--- src/rtl/core/dbscan_pkg.sv ---
`timescale 1ns / 1ps
`default_nettype none
package dbscan_pkg;
	localparam int MAX_POINTS_DEF = 64;
	localparam int COORD_BITS_DEF = 10;
	localparam int RAD_W = 21;
	localparam int MINN_W = 7;
	localparam int IDX_W = 6;
	localparam int LBL_W = 7;
	localparam logic [RAD_W-1:0] RAD_RESET = 21'd100;
	localparam logic [MINN_W-1:0] MINN_RESET = 7'd5;
	localparam logic CFG_RADIUS = 1'b0;
	localparam logic CFG_MINN = 1'b1;

	typedef enum logic [3:0] {
		ST_LOAD,
		ST_SEED,
		ST_CNT_RD,
		ST_CNT,
		ST_CNT_END,
		ST_ABS,
		ST_QPOP,
		ST_QRD,
		ST_OUT_RD,
		ST_OUT,
		ST_CLEAR
	} state_t;

	// neighbour test result from the distance unit
	typedef struct packed {
		logic valid;
		logic hit;
	} dist_res_t;
endpackage
`default_nettype wire

--- src/rtl/core/dbscan_if.sv ---
`timescale 1ns / 1ps
`default_nettype none
interface dbscan_in_if #(parameter int CB = 10);
	logic valid;
	logic ready;
	logic [CB-1:0] pos_x;
	logic [CB-1:0] pos_y;
	logic final_point;
	modport source(output valid, pos_x, pos_y, final_point, input ready);
	modport sink(input valid, pos_x, pos_y, final_point, output ready);
endinterface

interface dbscan_out_if;
	logic valid;
	logic ready;
	logic [5:0] point_index;
	logic [6:0] cluster_label;
	logic last_label;
	modport source(output valid, point_index, cluster_label, last_label, input ready);
	modport sink(input valid, point_index, cluster_label, last_label, output ready);
endinterface

interface dbscan_cfg_if;
	logic valid;
	logic ready;
	logic index;
	logic [20:0] data;
	modport source(output valid, index, data, input ready);
	modport sink(input valid, index, data, output ready);
endinterface
`default_nettype wire

--- src/rtl/core/dbscan_point_clustering_unit.sv ---
`timescale 1ns / 1ps
`default_nettype none
// Loading: one point transfer per cycle, stored on the accepting edge.
// After the final point: per visited point a count scan over the N stored points
// through the shared distance unit, an absorb scan over them again for a core point,
// and seed and queue handling; then the labels, each read in ST_OUT_RD and offered
// in ST_OUT, waiting on out_ch.ready; then a clear of marks. Input is held off meanwhile.
// arst_n clears control state and loads default registers; stores need no reset.
module dbscan_point_clustering_unit import dbscan_pkg::*; #(
	parameter int MAX_POINTS = MAX_POINTS_DEF,
	parameter int COORD_BITS = COORD_BITS_DEF
) (
	input wire logic clk,
	input wire logic arst_n,
	dbscan_in_if.sink  in_ch,
	dbscan_out_if.source out_ch,
	dbscan_cfg_if.sink cfg
);
	localparam int AW = $clog2(MAX_POINTS);
	localparam int CW = AW + 1;
	localparam int LW = (CW > LBL_W) ? CW : LBL_W;
	localparam int NW = (CW > MINN_W) ? CW : MINN_W;

	logic [RAD_W-1:0] rad_q;
	logic [MINN_W-1:0] minn_q;
	state_t st_q, st_d;

	logic [COORD_BITS-1:0] xs [MAX_POINTS];
	logic [COORD_BITS-1:0] ys [MAX_POINTS];
	logic [LW-1:0] lbl [MAX_POINTS];
	logic [AW-1:0] queue [MAX_POINTS];
	logic [MAX_POINTS-1:0] vis_q;

	logic [CW-1:0] cnt_q;      // points stored
	logic [CW-1:0] seed_q;     // outer seed index
	logic [AW-1:0] p_q;        // point under query
	logic [CW-1:0] k_q;        // scan issue index
	logic [CW-1:0] kr_q;       // scan result index
	logic [CW-1:0] head_q, tail_q;
	logic [CW-1:0] ncnt_q;
	logic [LW-1:0] clus_q;
	logic is_seed_q;
	logic fin_q;
	logic [COORD_BITS-1:0] px_q, py_q, kx_q, ky_q;
	logic issue_q;
	logic [AW-1:0] kd_s1, kd_s2, kd_s3;
	logic [AW-1:0] qrd_q;
	logic [LW-1:0] lrd_q;
	logic [AW-1:0] lbl_ra;
	dist_res_t dres;
	logic ovalid_q;
	logic [AW-1:0] oidx_q;
	logic [LBL_W-1:0] olbl_q;
	logic olast_q;

	dbscan_dist #(.CB(COORD_BITS)) u_dist (
		.clk(clk), .arst_n(arst_n), .go(issue_q),
		.ax(px_q), .ay(py_q), .bx(kx_q), .by(ky_q), .rad(rad_q), .res(dres)
	);

	assign cfg.ready = (st_q == ST_LOAD) && !fin_q;
	assign in_ch.ready = (st_q == ST_LOAD) && !fin_q;
	assign out_ch.valid = ovalid_q;
	assign out_ch.point_index = 6'(oidx_q);
	assign out_ch.cluster_label = olbl_q;
	assign out_ch.last_label = olast_q;

	logic scan_last, res_last, core;
	assign scan_last = (k_q + 1'b1 >= cnt_q);
	assign res_last = (kr_q + 1'b1 >= cnt_q);
	assign core = (NW'(ncnt_q) >= NW'(minn_q));
	// label read lines up with the distance result while absorbing
	assign lbl_ra = (st_q == ST_ABS) ? kd_s2 : k_q[AW-1:0];

	always_comb begin
		st_d = st_q;
		unique case (st_q)
			ST_LOAD: if (fin_q) st_d = ST_SEED;
			ST_SEED: begin
				if (seed_q >= cnt_q) st_d = ST_OUT_RD;
				else if (!vis_q[seed_q[AW-1:0]]) st_d = ST_CNT_RD;
				else st_d = ST_SEED;
			end
			ST_CNT_RD: st_d = ST_CNT;
			ST_CNT: if (dres.valid && res_last) st_d = ST_CNT_END;
			ST_CNT_END: begin
				if (!core) st_d = is_seed_q ? ST_SEED : ST_QPOP;
				else st_d = ST_ABS;
			end
			ST_ABS: if (dres.valid && res_last) st_d = ST_QPOP;
			ST_QPOP: st_d = (head_q < tail_q) ? ST_QRD : ST_SEED;
			ST_QRD: st_d = vis_q[qrd_q] ? ST_QPOP : ST_CNT_RD;
			ST_OUT_RD: st_d = ST_OUT;
			ST_OUT: if (!ovalid_q || out_ch.ready)
				st_d = (k_q >= cnt_q) ? ST_CLEAR : ST_OUT_RD;
			ST_CLEAR: if (!ovalid_q && scan_last) st_d = ST_LOAD;
			default: st_d = ST_LOAD;
		endcase
	end

	always_ff @(posedge clk or negedge arst_n) begin
		if (!arst_n) st_q <= ST_LOAD;
		else st_q <= st_d;
	end

	// control registers; seed index is CW wide so N itself fits
	always_ff @(posedge clk or negedge arst_n) begin
		if (!arst_n) begin
			rad_q <= RAD_RESET;
			minn_q <= MINN_RESET;
			cnt_q <= '0;
			seed_q <= '0;
			p_q <= '0;
			k_q <= '0;
			kr_q <= '0;
			head_q <= '0;
			tail_q <= '0;
			ncnt_q <= '0;
			clus_q <= '0;
			is_seed_q <= 1'b0;
			fin_q <= 1'b0;
			vis_q <= '0;
			issue_q <= 1'b0;
			ovalid_q <= 1'b0;
		end else begin
			issue_q <= 1'b0;
			if (out_ch.ready) ovalid_q <= 1'b0;
			unique case (st_q)
				ST_LOAD: begin
					if (cfg.valid && cfg.ready) begin
						if (cfg.index == CFG_RADIUS) rad_q <= cfg.data;
						else minn_q <= cfg.data[MINN_W-1:0];
					end
					if (in_ch.valid && in_ch.ready) begin
						if (cnt_q < CW'(MAX_POINTS)) cnt_q <= cnt_q + 1'b1;
						fin_q <= in_ch.final_point;
					end
					seed_q <= '0;
				end
				ST_SEED: begin
					fin_q <= 1'b0;
					if (seed_q < cnt_q) begin
						seed_q <= seed_q + 1'b1;
						if (!vis_q[seed_q[AW-1:0]]) begin
							p_q <= seed_q[AW-1:0];
							vis_q[seed_q[AW-1:0]] <= 1'b1;
							is_seed_q <= 1'b1;
							head_q <= '0;
							tail_q <= '0;
						end
					end
					k_q <= '0;
				end
				ST_CNT_RD: begin
					k_q <= '0;
					kr_q <= '0;
					ncnt_q <= '0;
				end
				ST_CNT: begin
					if (!scan_last || k_q < cnt_q) begin
						if (k_q < cnt_q) begin
							issue_q <= 1'b1;
							k_q <= k_q + 1'b1;
						end
					end
					if (dres.valid) begin
						kr_q <= kr_q + 1'b1;
						if (dres.hit) ncnt_q <= ncnt_q + 1'b1;
					end
				end
				ST_CNT_END: begin
					k_q <= '0;
					kr_q <= '0;
					if (core && is_seed_q) clus_q <= clus_q + 1'b1;
				end
				ST_ABS: begin
					if (k_q < cnt_q) begin
						issue_q <= 1'b1;
						k_q <= k_q + 1'b1;
					end
					if (dres.valid) begin
						kr_q <= kr_q + 1'b1;
						if (dres.hit && lrd_q == '0 && !vis_q[kd_s3]
							&& tail_q < CW'(MAX_POINTS))
							tail_q <= tail_q + 1'b1;
					end
				end
				ST_QPOP: begin
					is_seed_q <= 1'b0;
					if (head_q < tail_q) head_q <= head_q + 1'b1;
					else k_q <= '0;
				end
				ST_QRD: begin
					p_q <= qrd_q;
					if (!vis_q[qrd_q]) vis_q[qrd_q] <= 1'b1;
				end
				ST_OUT_RD: ;
				ST_OUT: begin
					if (!ovalid_q || out_ch.ready) begin
						if (k_q < cnt_q) begin
							ovalid_q <= 1'b1;
							k_q <= k_q + 1'b1;
						end else k_q <= '0;
					end
				end
				ST_CLEAR: begin
					if (!ovalid_q) begin
						vis_q[k_q[AW-1:0]] <= 1'b0;
						k_q <= k_q + 1'b1;
						if (scan_last) begin
							cnt_q <= '0;
							clus_q <= '0;
							k_q <= '0;
						end
					end
				end
				default: ;
			endcase
		end
	end

	// store / memory ports
	always_ff @(posedge clk) begin
		if (st_q == ST_LOAD && in_ch.valid && in_ch.ready && cnt_q < CW'(MAX_POINTS)) begin
			xs[cnt_q[AW-1:0]] <= in_ch.pos_x;
			ys[cnt_q[AW-1:0]] <= in_ch.pos_y;
			lbl[cnt_q[AW-1:0]] <= '0;
		end else if (st_q == ST_CNT_END && core && is_seed_q) begin
			lbl[p_q] <= clus_q + 1'b1;
		end else if (st_q == ST_ABS && dres.valid && dres.hit && lrd_q == '0) begin
			lbl[kd_s3] <= clus_q;
		end
		if (st_q == ST_ABS && dres.valid && dres.hit && lrd_q == '0 && !vis_q[kd_s3]
			&& tail_q < CW'(MAX_POINTS))
			queue[tail_q[AW-1:0]] <= kd_s3;
		px_q <= xs[p_q];
		py_q <= ys[p_q];
		kx_q <= xs[k_q[AW-1:0]];
		ky_q <= ys[k_q[AW-1:0]];
		kd_s1 <= k_q[AW-1:0];
		kd_s2 <= kd_s1;
		kd_s3 <= kd_s2;
		qrd_q <= queue[head_q[AW-1:0]];
		lrd_q <= lbl[lbl_ra];
		if (st_q == ST_OUT && (!ovalid_q || out_ch.ready) && k_q < cnt_q) begin
			oidx_q <= k_q[AW-1:0];
			olbl_q <= LBL_W'(lrd_q);
			olast_q <= scan_last;
		end
	end
endmodule
`default_nettype wire

--- src/rtl/core/dbscan_dist.sv ---
`timescale 1ns / 1ps
`default_nettype none
// Shared neighbour test: |dx|,|dy| registered, then squares summed and compared.
module dbscan_dist import dbscan_pkg::*; #(
	parameter int CB = COORD_BITS_DEF
) (
	input  wire logic clk,
	input  wire logic arst_n,
	input  wire logic go,
	input  wire logic [CB-1:0] ax,
	input  wire logic [CB-1:0] ay,
	input  wire logic [CB-1:0] bx,
	input  wire logic [CB-1:0] by,
	input  wire logic [RAD_W-1:0] rad,
	output dist_res_t res
);
	// wide enough for the sum of squares and for the radius register
	localparam int DW = (2*CB+1 > RAD_W) ? 2*CB+1 : RAD_W;

	logic [CB-1:0] dx_s1, dy_s1;
	logic v_s1;
	logic [DW-1:0] d2;

	always_ff @(posedge clk or negedge arst_n) begin
		if (!arst_n) begin
			v_s1 <= 1'b0;
			res <= '0;
		end else begin
			v_s1 <= go;
			res.valid <= v_s1;
			res.hit <= (d2 != '0) && (d2 <= DW'(rad));
		end
	end

	always_ff @(posedge clk) begin
		dx_s1 <= (ax > bx) ? ax - bx : bx - ax;
		dy_s1 <= (ay > by) ? ay - by : by - ay;
	end

	assign d2 = DW'(dx_s1 * dx_s1) + DW'(dy_s1 * dy_s1);
endmodule
`default_nettype wire

--- src/flat_wrapper.sv ---
// flat-port wrapper written by rule: the top's interface ports become plain ports
module dbscan_point_clustering_unit_flat import dbscan_pkg::*;
#(
	parameter int MAX_POINTS = MAX_POINTS_DEF,
	parameter int COORD_BITS = COORD_BITS_DEF
)
  (clk, arst_n, in_ch_valid, in_ch_pos_x, in_ch_pos_y, in_ch_final_point, in_ch_ready, out_ch_valid, out_ch_point_index, out_ch_cluster_label, out_ch_last_label, out_ch_ready, cfg_valid, cfg_index, cfg_data, cfg_ready);
  dbscan_in_if #(.CB(10)) in_ch_i ();
  dbscan_out_if out_ch_i ();
  dbscan_cfg_if cfg_i ();
  input wire logic clk;
  input wire logic arst_n;
  input wire logic [$bits(in_ch_i.valid)-1:0] in_ch_valid;
  input wire logic [$bits(in_ch_i.pos_x)-1:0] in_ch_pos_x;
  input wire logic [$bits(in_ch_i.pos_y)-1:0] in_ch_pos_y;
  input wire logic [$bits(in_ch_i.final_point)-1:0] in_ch_final_point;
  output wire logic [$bits(in_ch_i.ready)-1:0] in_ch_ready;
  output wire logic [$bits(out_ch_i.valid)-1:0] out_ch_valid;
  output wire logic [$bits(out_ch_i.point_index)-1:0] out_ch_point_index;
  output wire logic [$bits(out_ch_i.cluster_label)-1:0] out_ch_cluster_label;
  output wire logic [$bits(out_ch_i.last_label)-1:0] out_ch_last_label;
  input wire logic [$bits(out_ch_i.ready)-1:0] out_ch_ready;
  input wire logic [$bits(cfg_i.valid)-1:0] cfg_valid;
  input wire logic [$bits(cfg_i.index)-1:0] cfg_index;
  input wire logic [$bits(cfg_i.data)-1:0] cfg_data;
  output wire logic [$bits(cfg_i.ready)-1:0] cfg_ready;
  assign in_ch_i.valid = in_ch_valid;
  assign in_ch_i.pos_x = in_ch_pos_x;
  assign in_ch_i.pos_y = in_ch_pos_y;
  assign in_ch_i.final_point = in_ch_final_point;
  assign in_ch_ready = in_ch_i.ready;
  assign out_ch_valid = out_ch_i.valid;
  assign out_ch_point_index = out_ch_i.point_index;
  assign out_ch_cluster_label = out_ch_i.cluster_label;
  assign out_ch_last_label = out_ch_i.last_label;
  assign out_ch_i.ready = out_ch_ready;
  assign cfg_i.valid = cfg_valid;
  assign cfg_i.index = cfg_index;
  assign cfg_i.data = cfg_data;
  assign cfg_ready = cfg_i.ready;
  dbscan_point_clustering_unit #(.MAX_POINTS(MAX_POINTS), .COORD_BITS(COORD_BITS)) u_core (.clk(clk), .arst_n(arst_n), .in_ch(in_ch_i), .out_ch(out_ch_i), .cfg(cfg_i));
endmodule
--- config.mk ---
export PLATFORM = sky130hd
export DESIGN_NAME = dbscan_point_clustering_unit_flat
export DESIGN_NICKNAME = d
export VERILOG_FILES = /design/src/rtl/core/dbscan_pkg.sv /design/src/rtl/core/dbscan_if.sv /design/src/rtl/core/dbscan_point_clustering_unit.sv /design/src/rtl/core/dbscan_dist.sv /design/src/flat_wrapper.sv
export SDC_FILE = /design/constraint.sdc
export NUM_CORES = 2
export LEC_CHECK = 0
export BUFFER_PORTS_ARGS = -buffer_cell sky130_fd_sc_hd__clkbuf_2
export CORE_UTILIZATION = 50
export CTS_CLUSTER_DIAMETER = 80
export DETAILED_ROUTE_END_ITERATION = 8
export PLACE_DENSITY = 0.67
export SYNTH_ARGS = -nofsm -noshare
export SYNTH_HDL_FRONTEND = slang
export SYNTH_SLANG_ARGS = --single-unit
--- constraint.sdc ---
create_clock -name clk -period 22 [get_ports clk]
set_input_delay 4.4 -clock clk [delete_from_list [all_inputs] [get_ports clk]]
set_output_delay 4.4 -clock clk [all_outputs]
set_load 0.01 [all_outputs]
# Word-level counts from Yosys, hierarchy flattened
# Memories as Yosys holds them, arrays and structs flattened. A register that Yosys moved wholly into a read port is not among the register bits.
# Index checks and enable logic that the tools add are counted.
dict set report word_totals {
  regBits 217
  mem_bits_rw 2112
  input_bits 48
  output_inout_bits 17
  word_cells 261
  mem_count 4
}
# name words word_bits read_ports rd_clocked_by_memory_dff write_ports line_no
set memory_table {}
lappend memory_table {u_core.xs 64 10 2 2 1 dbscan_point_clustering_unit.sv:28} ;# logic [COORD_BITS-1:0] xs [MAX_POINTS];
lappend memory_table {u_core.ys 64 10 2 2 1 dbscan_point_clustering_unit.sv:29} ;# logic [COORD_BITS-1:0] ys [MAX_POINTS];
lappend memory_table {u_core.lbl 64 7 1 1 1 dbscan_point_clustering_unit.sv:30} ;# logic [LW-1:0] lbl [MAX_POINTS];
lappend memory_table {u_core.queue 64 6 1 1 1 dbscan_point_clustering_unit.sv:31} ;# logic [AW-1:0] queue [MAX_POINTS];
dict set report classes {
  add_sub_neg 13
  mul 2
  order_cmp 20
  eq_ne 31
  mux 94
  n_bitwise 5
  n_reduce_logical 64
}
# operator count
set op_table {}
lappend op_table {{$mux 64} 4}
lappend op_table {{$pmux 64 s3} 1}
lappend op_table {{$mux 7} 23}
lappend op_table {{$or 64x64->64} 2}
lappend op_table {{$pmux 7 s2} 7}
lappend op_table {{$and 64x64->64} 1}
lappend op_table {{$not 64->64} 1}
lappend op_table {{$add 7x1->7 const B} 8}
lappend op_table {{$pmux 4 s11} 1}
lappend op_table {{$pmux 7 s6} 1}
lappend op_table {{$mul 10x10->20} 2}
lappend op_table {{$sub 10x10->10} 4}
lappend op_table {{$ge 7x7->1} 5}
lappend op_table {{$mux 6} 5}
lappend op_table {{$lt 6x7->1 const B} 4}
lappend op_table {{$mux 1} 28}
lappend op_table {{$mux 4} 7}
lappend op_table {{$logic_and 1x1->1} 25}
lappend op_table {{$reduce_and 5->1} 5}
lappend op_table {{$ne 2x2->1 const B} 11}
lappend op_table {{$add 20x20->21} 1}
lappend op_table {{$le 21x21->1} 1}
lappend op_table {{$lt 7x7->1} 3}
lappend op_table {{$reduce_bool 21->1} 1}
lappend op_table {{29 further kinds} 78}

# Logic depth before layout (Yosys ltp)
dict set report depth {
  depth_word 10
  ltp_mapped 31
  mapped_depth_nobuf 30
}

# Modules after synthesis
# From an unflattened synthesis, not the netlist that was laid out.
dict set report hier_totals {
  cells_unflattened 6719
  area_unflattened_um2 109983.0
}
# module n_inst cells_per_inst area_per_inst_um2 seq_area_each_um2
set modules_own_cells {}
lappend modules_own_cells {dbscan_point_clustering_unit 1 5756 101573.7 69322.7}
lappend modules_own_cells {dbscan_dist 1 963 8409.3 475.5}

# Least setup slack after synthesis
# Ideal clock, no wire load.
dict set report synth_timing {
  kind {register -> register}
  from {register u_core.u_dist.dx_s1[2]}
  to {register u_core.u_dist.res[0] (netlist bit)}
  setup_time_ps 82
  arrival_ps 6843
  required_ps 21918
  setup_slack_ps 15075
  path_stages_with_launch 29
  path_buffers 1
  period_less_slack_ps 6925
  cell_sequence {dfxtp_1 > clkbuf_1 > nand2_1 > fa_1 > inv_1 > fa_1 > inv_1 > fa_1 > fa_1 > fa_1 > fa_1 > inv_1 > fa_1 > ha_1 > a21oi_1 > o21ai_0 > a211oi_1 > nor2_1 > a221o_1 > a21oi_1 > xor2_1 > inv_1 > ha_1 > nand4_1 > nor2_1 > nand2_1 > o32ai_1 > nor2_1 > a31oi_1}
}
dict set report synth_between {
  elab_chain_len 4
  elab_cells_between_ends 5
  classes_between {1 x add/sub; 1 x mul; 1 x order compare; 2 x reduce/logical}
}
# element line_no
set synth_rtl {}
lappend synth_rtl {{start: declaration} dbscan_dist.sv:20} ;# logic [CB-1:0] dx_s1, dy_s1;
lappend synth_rtl {{start signal: assignment} dbscan_dist.sv:36} ;# dx_s1 <= (ax > bx) ? ax - bx : bx - ax;
lappend synth_rtl {{$mul 10x10->20 (*)} dbscan_dist.sv:40} ;# assign d2 = DW'(dx_s1 * dx_s1) + DW'(dy_s1 * dy_s1);
lappend synth_rtl {{$add 20x20->21 (*)} dbscan_dist.sv:40}
lappend synth_rtl {{$le 21x21->1 / $reduce_bool 21->1 (equally long branches)} dbscan_dist.sv:31} ;# res.hit <= (d2 != '0) && (d2 <= DW'(rad));
lappend synth_rtl {{$logic_and 1x1->1 (*)} dbscan_dist.sv:31}
lappend synth_rtl {{end: declaration} dbscan_dist.sv:15} ;# output dist_res_t res
# Every way passes the cells marked *; elsewhere a longest branch is shown, timed or not.
# A chain may end at the register's enable or synchronous reset.

# Final worst setup path
dict set report layout_timing {
  from {register u_core.st_q[2]}
  to {output in_ch_ready}
}
dict set report layout_between {
  elab_chain_len 2
}
# element line_no
set layout_rtl {}
lappend layout_rtl {{start: declaration} dbscan_point_clustering_unit.sv:26} ;# state_t st_q, st_d;
lappend layout_rtl {{start signal: assignment} dbscan_point_clustering_unit.sv:103} ;# else st_q <= st_d;
lappend layout_rtl {{$logic_not 4->1} dbscan_point_clustering_unit.sv:62} ;# assign in_ch.ready = (st_q == ST_LOAD) && !fin_q;
lappend layout_rtl {{$logic_and 1x1->1} dbscan_point_clustering_unit.sv:62}
lappend layout_rtl {{end: declaration} flat_wrapper.sv:17} ;# output wire logic [$bits(in_ch_i.ready)-1:0] in_ch_ready;
# No other way between the ends.

==> flow_summary.yaml <==
grt:
  grt_pass1_wl_um: 464000
  grt_max_degree: 141
  grt_overflow: 0
  grt_usage_pct: 28.5
  grt_pass1_vias: 67072
  antenna_found_initial: 20
logic_synthesis:
  synth_nets: 7120
  avgSynthCellArea_sq_um: 16.3
  synth_edf_count: 2126
  synth_top_area_share_pct: 58.2
  yosys-top-cells-area: "edfxtp_1, mux4_2, dfrtp_1"
  ys.flop_type: "edfxtp_1"
  synth-async-reset-ratio_pct: 6.93
  synth.largest_area_cell: "edfxtp_1"
  ys_warn_count: 0
  synth_cells: 6748
  ys_ff_latch: 2382
  yosysSeqAreaShare_pct: 63.6
  synth_cell_types: 87
  syn_area_sq_um: 110000
cells_and_area:
  fillerInstances: 16644
  post-route-util_pct: 55.8
  syn_to_final_growth_pct: 10.7
  nNetsFinal: 7128
  drive_above_1_share_pct: 20.8
  final_cells: 9824
worst_setup_path:
  worstPathArrival_ps: 3230
  cp.depth: 4
  end_kind: "output pin"
  critPathBufInv: 1
  worstPathCellList: "nor3_1 -> nand2_1 -> nor2_1 -> clkbuf_2"
  timing.rr.end: "u_core.u_dist.res[0]$_DFF_PN0_"
  setup.worst_path.start: "u_core.st_q[2]$_DFFE_PN0P_"
  crit_family: "simple AND/OR/NAND/NOR gates"
  path_max_fanout: 17
  cpMaxStageDelayCell: "nor2_1"
  rrSetupSlack_ps: 14540
  critPathKind: "reg -> out"
  worstSetupEndpoint: "in_ch_ready"
  r2r_start: "u_core.u_dist.dx_s1[2]$_DFF_P_"
  required_ps: 17600
  cp-start-kind: "flip-flop"
  critPathMaxStageDelay_ps: 670
  reg2regPathDepth: 27
detailed_routing:
  drcViolationCount: 0
  dr.first_iter.drc_count: 10544
  routedWlPerCell_um: 32.4
  routed_wl_um: 319000
  ant_nets: 0
  dr.pass1.iters: 7
  route.vias.total: 68184
  viasPerCell: 6.94
power_and_ir_drop:
  power.share.combinational_pct: 0.6
  p_switching_w: 0.00184
  clockPowerShare_pct: 45.2
  fin_total_pwr_w: 0.00903
  internal-power_w: 0.00719
  ir_drop_mv: 0.0839
  switching_share_pct: 20.4
  power_leakage_nw: 39.9
  pwr-share-seq_pct: 54.2
  p_per_area_nw_per_um2: 74.4
clocking:
  cts_max_level: 4
  clk_path_buf_depth: 3
  cts_tree: "built"
  numCtsBuffers: 237
  path_clk_slew_ps: 60
  insertion_delay_ps: 890
  postCtsSetupRepairBufs: 0
  ctsResizeCount: 0
  root_buffer: "clkbuf_16"
  cts-hold-fix-buffers: 0
  cts.sinks: 2382
sta:
  finalSetupViolCount: 0
  finClkSkew_ps: 54.8
  rsz0062_at_grt: "false"
  hold_viol: 0
  setup_tns_ps: 0
  fin_crit_ps: 7630
  hold_slack_ps: 325
  worstMarginPinSlew_ps: 1320
  finalCritPeriodShare_pct: 34.7
  slew_viol_final: 0
  relSlewSlack_pct: 11.7
  clock.fmax_mhz: 131
die:
  die_w_um: 470
  fp-row-count: 171
  initial_utilization_pct: 50.4
  die_h_um: 470
  die_area_sq_um: 221000
  io_pins: 65
  core_area_sq_um: 218000
place:
  place.gp.congestion: 0.931
  post-dp-hpwl_um: 194000
  port_buffers: 64
  dp.cells: 9370
run_status:
  status: "complete, no violations"
flow_run:
  max-cap-violations: 0
hold_path:
  min_path_type: "reg -> reg"
==> logic make-up after synthesis <==
group	count (synthesis)	synth area share [%]
DFF	2382	63.6
AOI/OAI and AO/OA	1415	9.13
and+or+nand+nor	1075	4.62
muxes	757	14.8
buffers and inverters	729	2.64
adders and majority gates	324	4.62
xor gates and xnor gates	66	0.527
==> stage by stage <==
stage,area [sq um],worst slack [ps]
final,121000,14370
after global routing,121000,14090
after CTS,121000,14410
after detailed placement,114000,14400
after global placement,114000,14490
after floorplan,110000,15070
==> final cells by class <==
cell class / count / area, sq um / area share (%)
well taps: 2854 / 3570 / 2.94
diodes: 5 / 12.5 / 0.0103
clock inverters: 174 / 1670 / 1.38
clock buffers: 274 / 6220 / 5.12
flip-flops and latches: 2382 / 69800 / 57.5
repair buffers: 219 / 1650 / 1.36
multi-input cells: 3637 / 37400 / 30.8
inverters: 279 / 1050 / 0.862
==> per-layer routing <==
layer	vias up	global-route usage [%]	part of all wire, %
li1	27488	-	-
met1	35100	40.0	38
met2	4803	43.4	46
met3	777	7.42	12
met4	16	9.57	3.6
met5	-	0	0.051
==> synth_stat cells, types with 30 or more instances <==
cell,instances
inv_1,277
o21ai_1,61
a31oi_1,88
a21o_1,30
fa_1,135
dfrtp_1,160
xor2_1,31
edfxtp_1,2126
buf_1,82
dfxtp_1,91
o22ai_1,53
a21oi_1,171
a41oi_1,49
buf_2,30
o31ai_1,65
mux2i_1,43
ha_1,189
a22oi_1,489
mux4_2,691
nand4_1,77
a22o_1,101
nand2_1,315
clkbuf_1,320
nor2_1,313
xnor2_1,35
a221oi_1,87
nand3_1,118
and2_1,60
o21ai_0,109
==> state kept, by name (all words and copies together) (netlist names), 10 cells and up <==
name and flops:
u_core.xs 640, u_core.ys 640, u_core.lbl 448, u_core.queue 384, u_core.vis_q 64, u_core.rad_q 21
u_core.kx_q 10, u_core.ky_q 10, u_core.px_q 10, u_core.py_q 10, u_core.u_dist.dx_s1 10, u_core.u_dist.dy_s1 10
==> how the worst min path moves through the flow <==
stage / from / to / slack, ps / depth (start not counted)
2_1_floorplan: u_core.kd_s1[0]$_DFF_P_ / u_core.kd_s2[0]$_DFF_P_ / 310 / 0
3_3_place_gp: u_core.kd_s1[4]$_DFF_P_ / u_core.kd_s2[4]$_DFF_P_ / 310 / 0
3_5_place_dp: u_core.kd_s1[1]$_DFF_P_ / u_core.kd_s2[1]$_DFF_P_ / 310 / 0
4_1_cts: u_core.kd_s1[1]$_DFF_P_ / u_core.kd_s2[1]$_DFF_P_ / 330 / 0
5_1_grt: u_core.kd_s1[2]$_DFF_P_ / u_core.kd_s2[2]$_DFF_P_ / 330 / 0
6_report: u_core.kd_s1[1]$_DFF_P_ / u_core.kd_s2[1]$_DFF_P_ / 330 / 0
==> power by group through the flow <==
stage	sequential, W	combinational (W)	clock, W
floorplan	0.00499	0.000000112	0
global placement	0.00499	0.0000475	0
detailed placement	0.00499	0.0000491	0
CTS	0.00490	0.0000490	0.00412
global route	0.00489	0.0000536	0.00429
finish	0.00490	0.0000497	0.00408
==> placed cells by master, fill, tap and decap left out, types with 88 or more instances in the layout <==
master and instances:
nor2_1 247, a22oi_1 489, mux4_2 691, buf_4 142, ha_1 189, nand3_1 117
edfxtp_1 2126, a31oi_1 88, clkbuf_16 241, fa_1 135, o21ai_0 103, a22o_1 101
a21oi_1 170, inv_1 277, nand2_1 312, dfrtp_1 152
(Power assumes the default switching activity.)
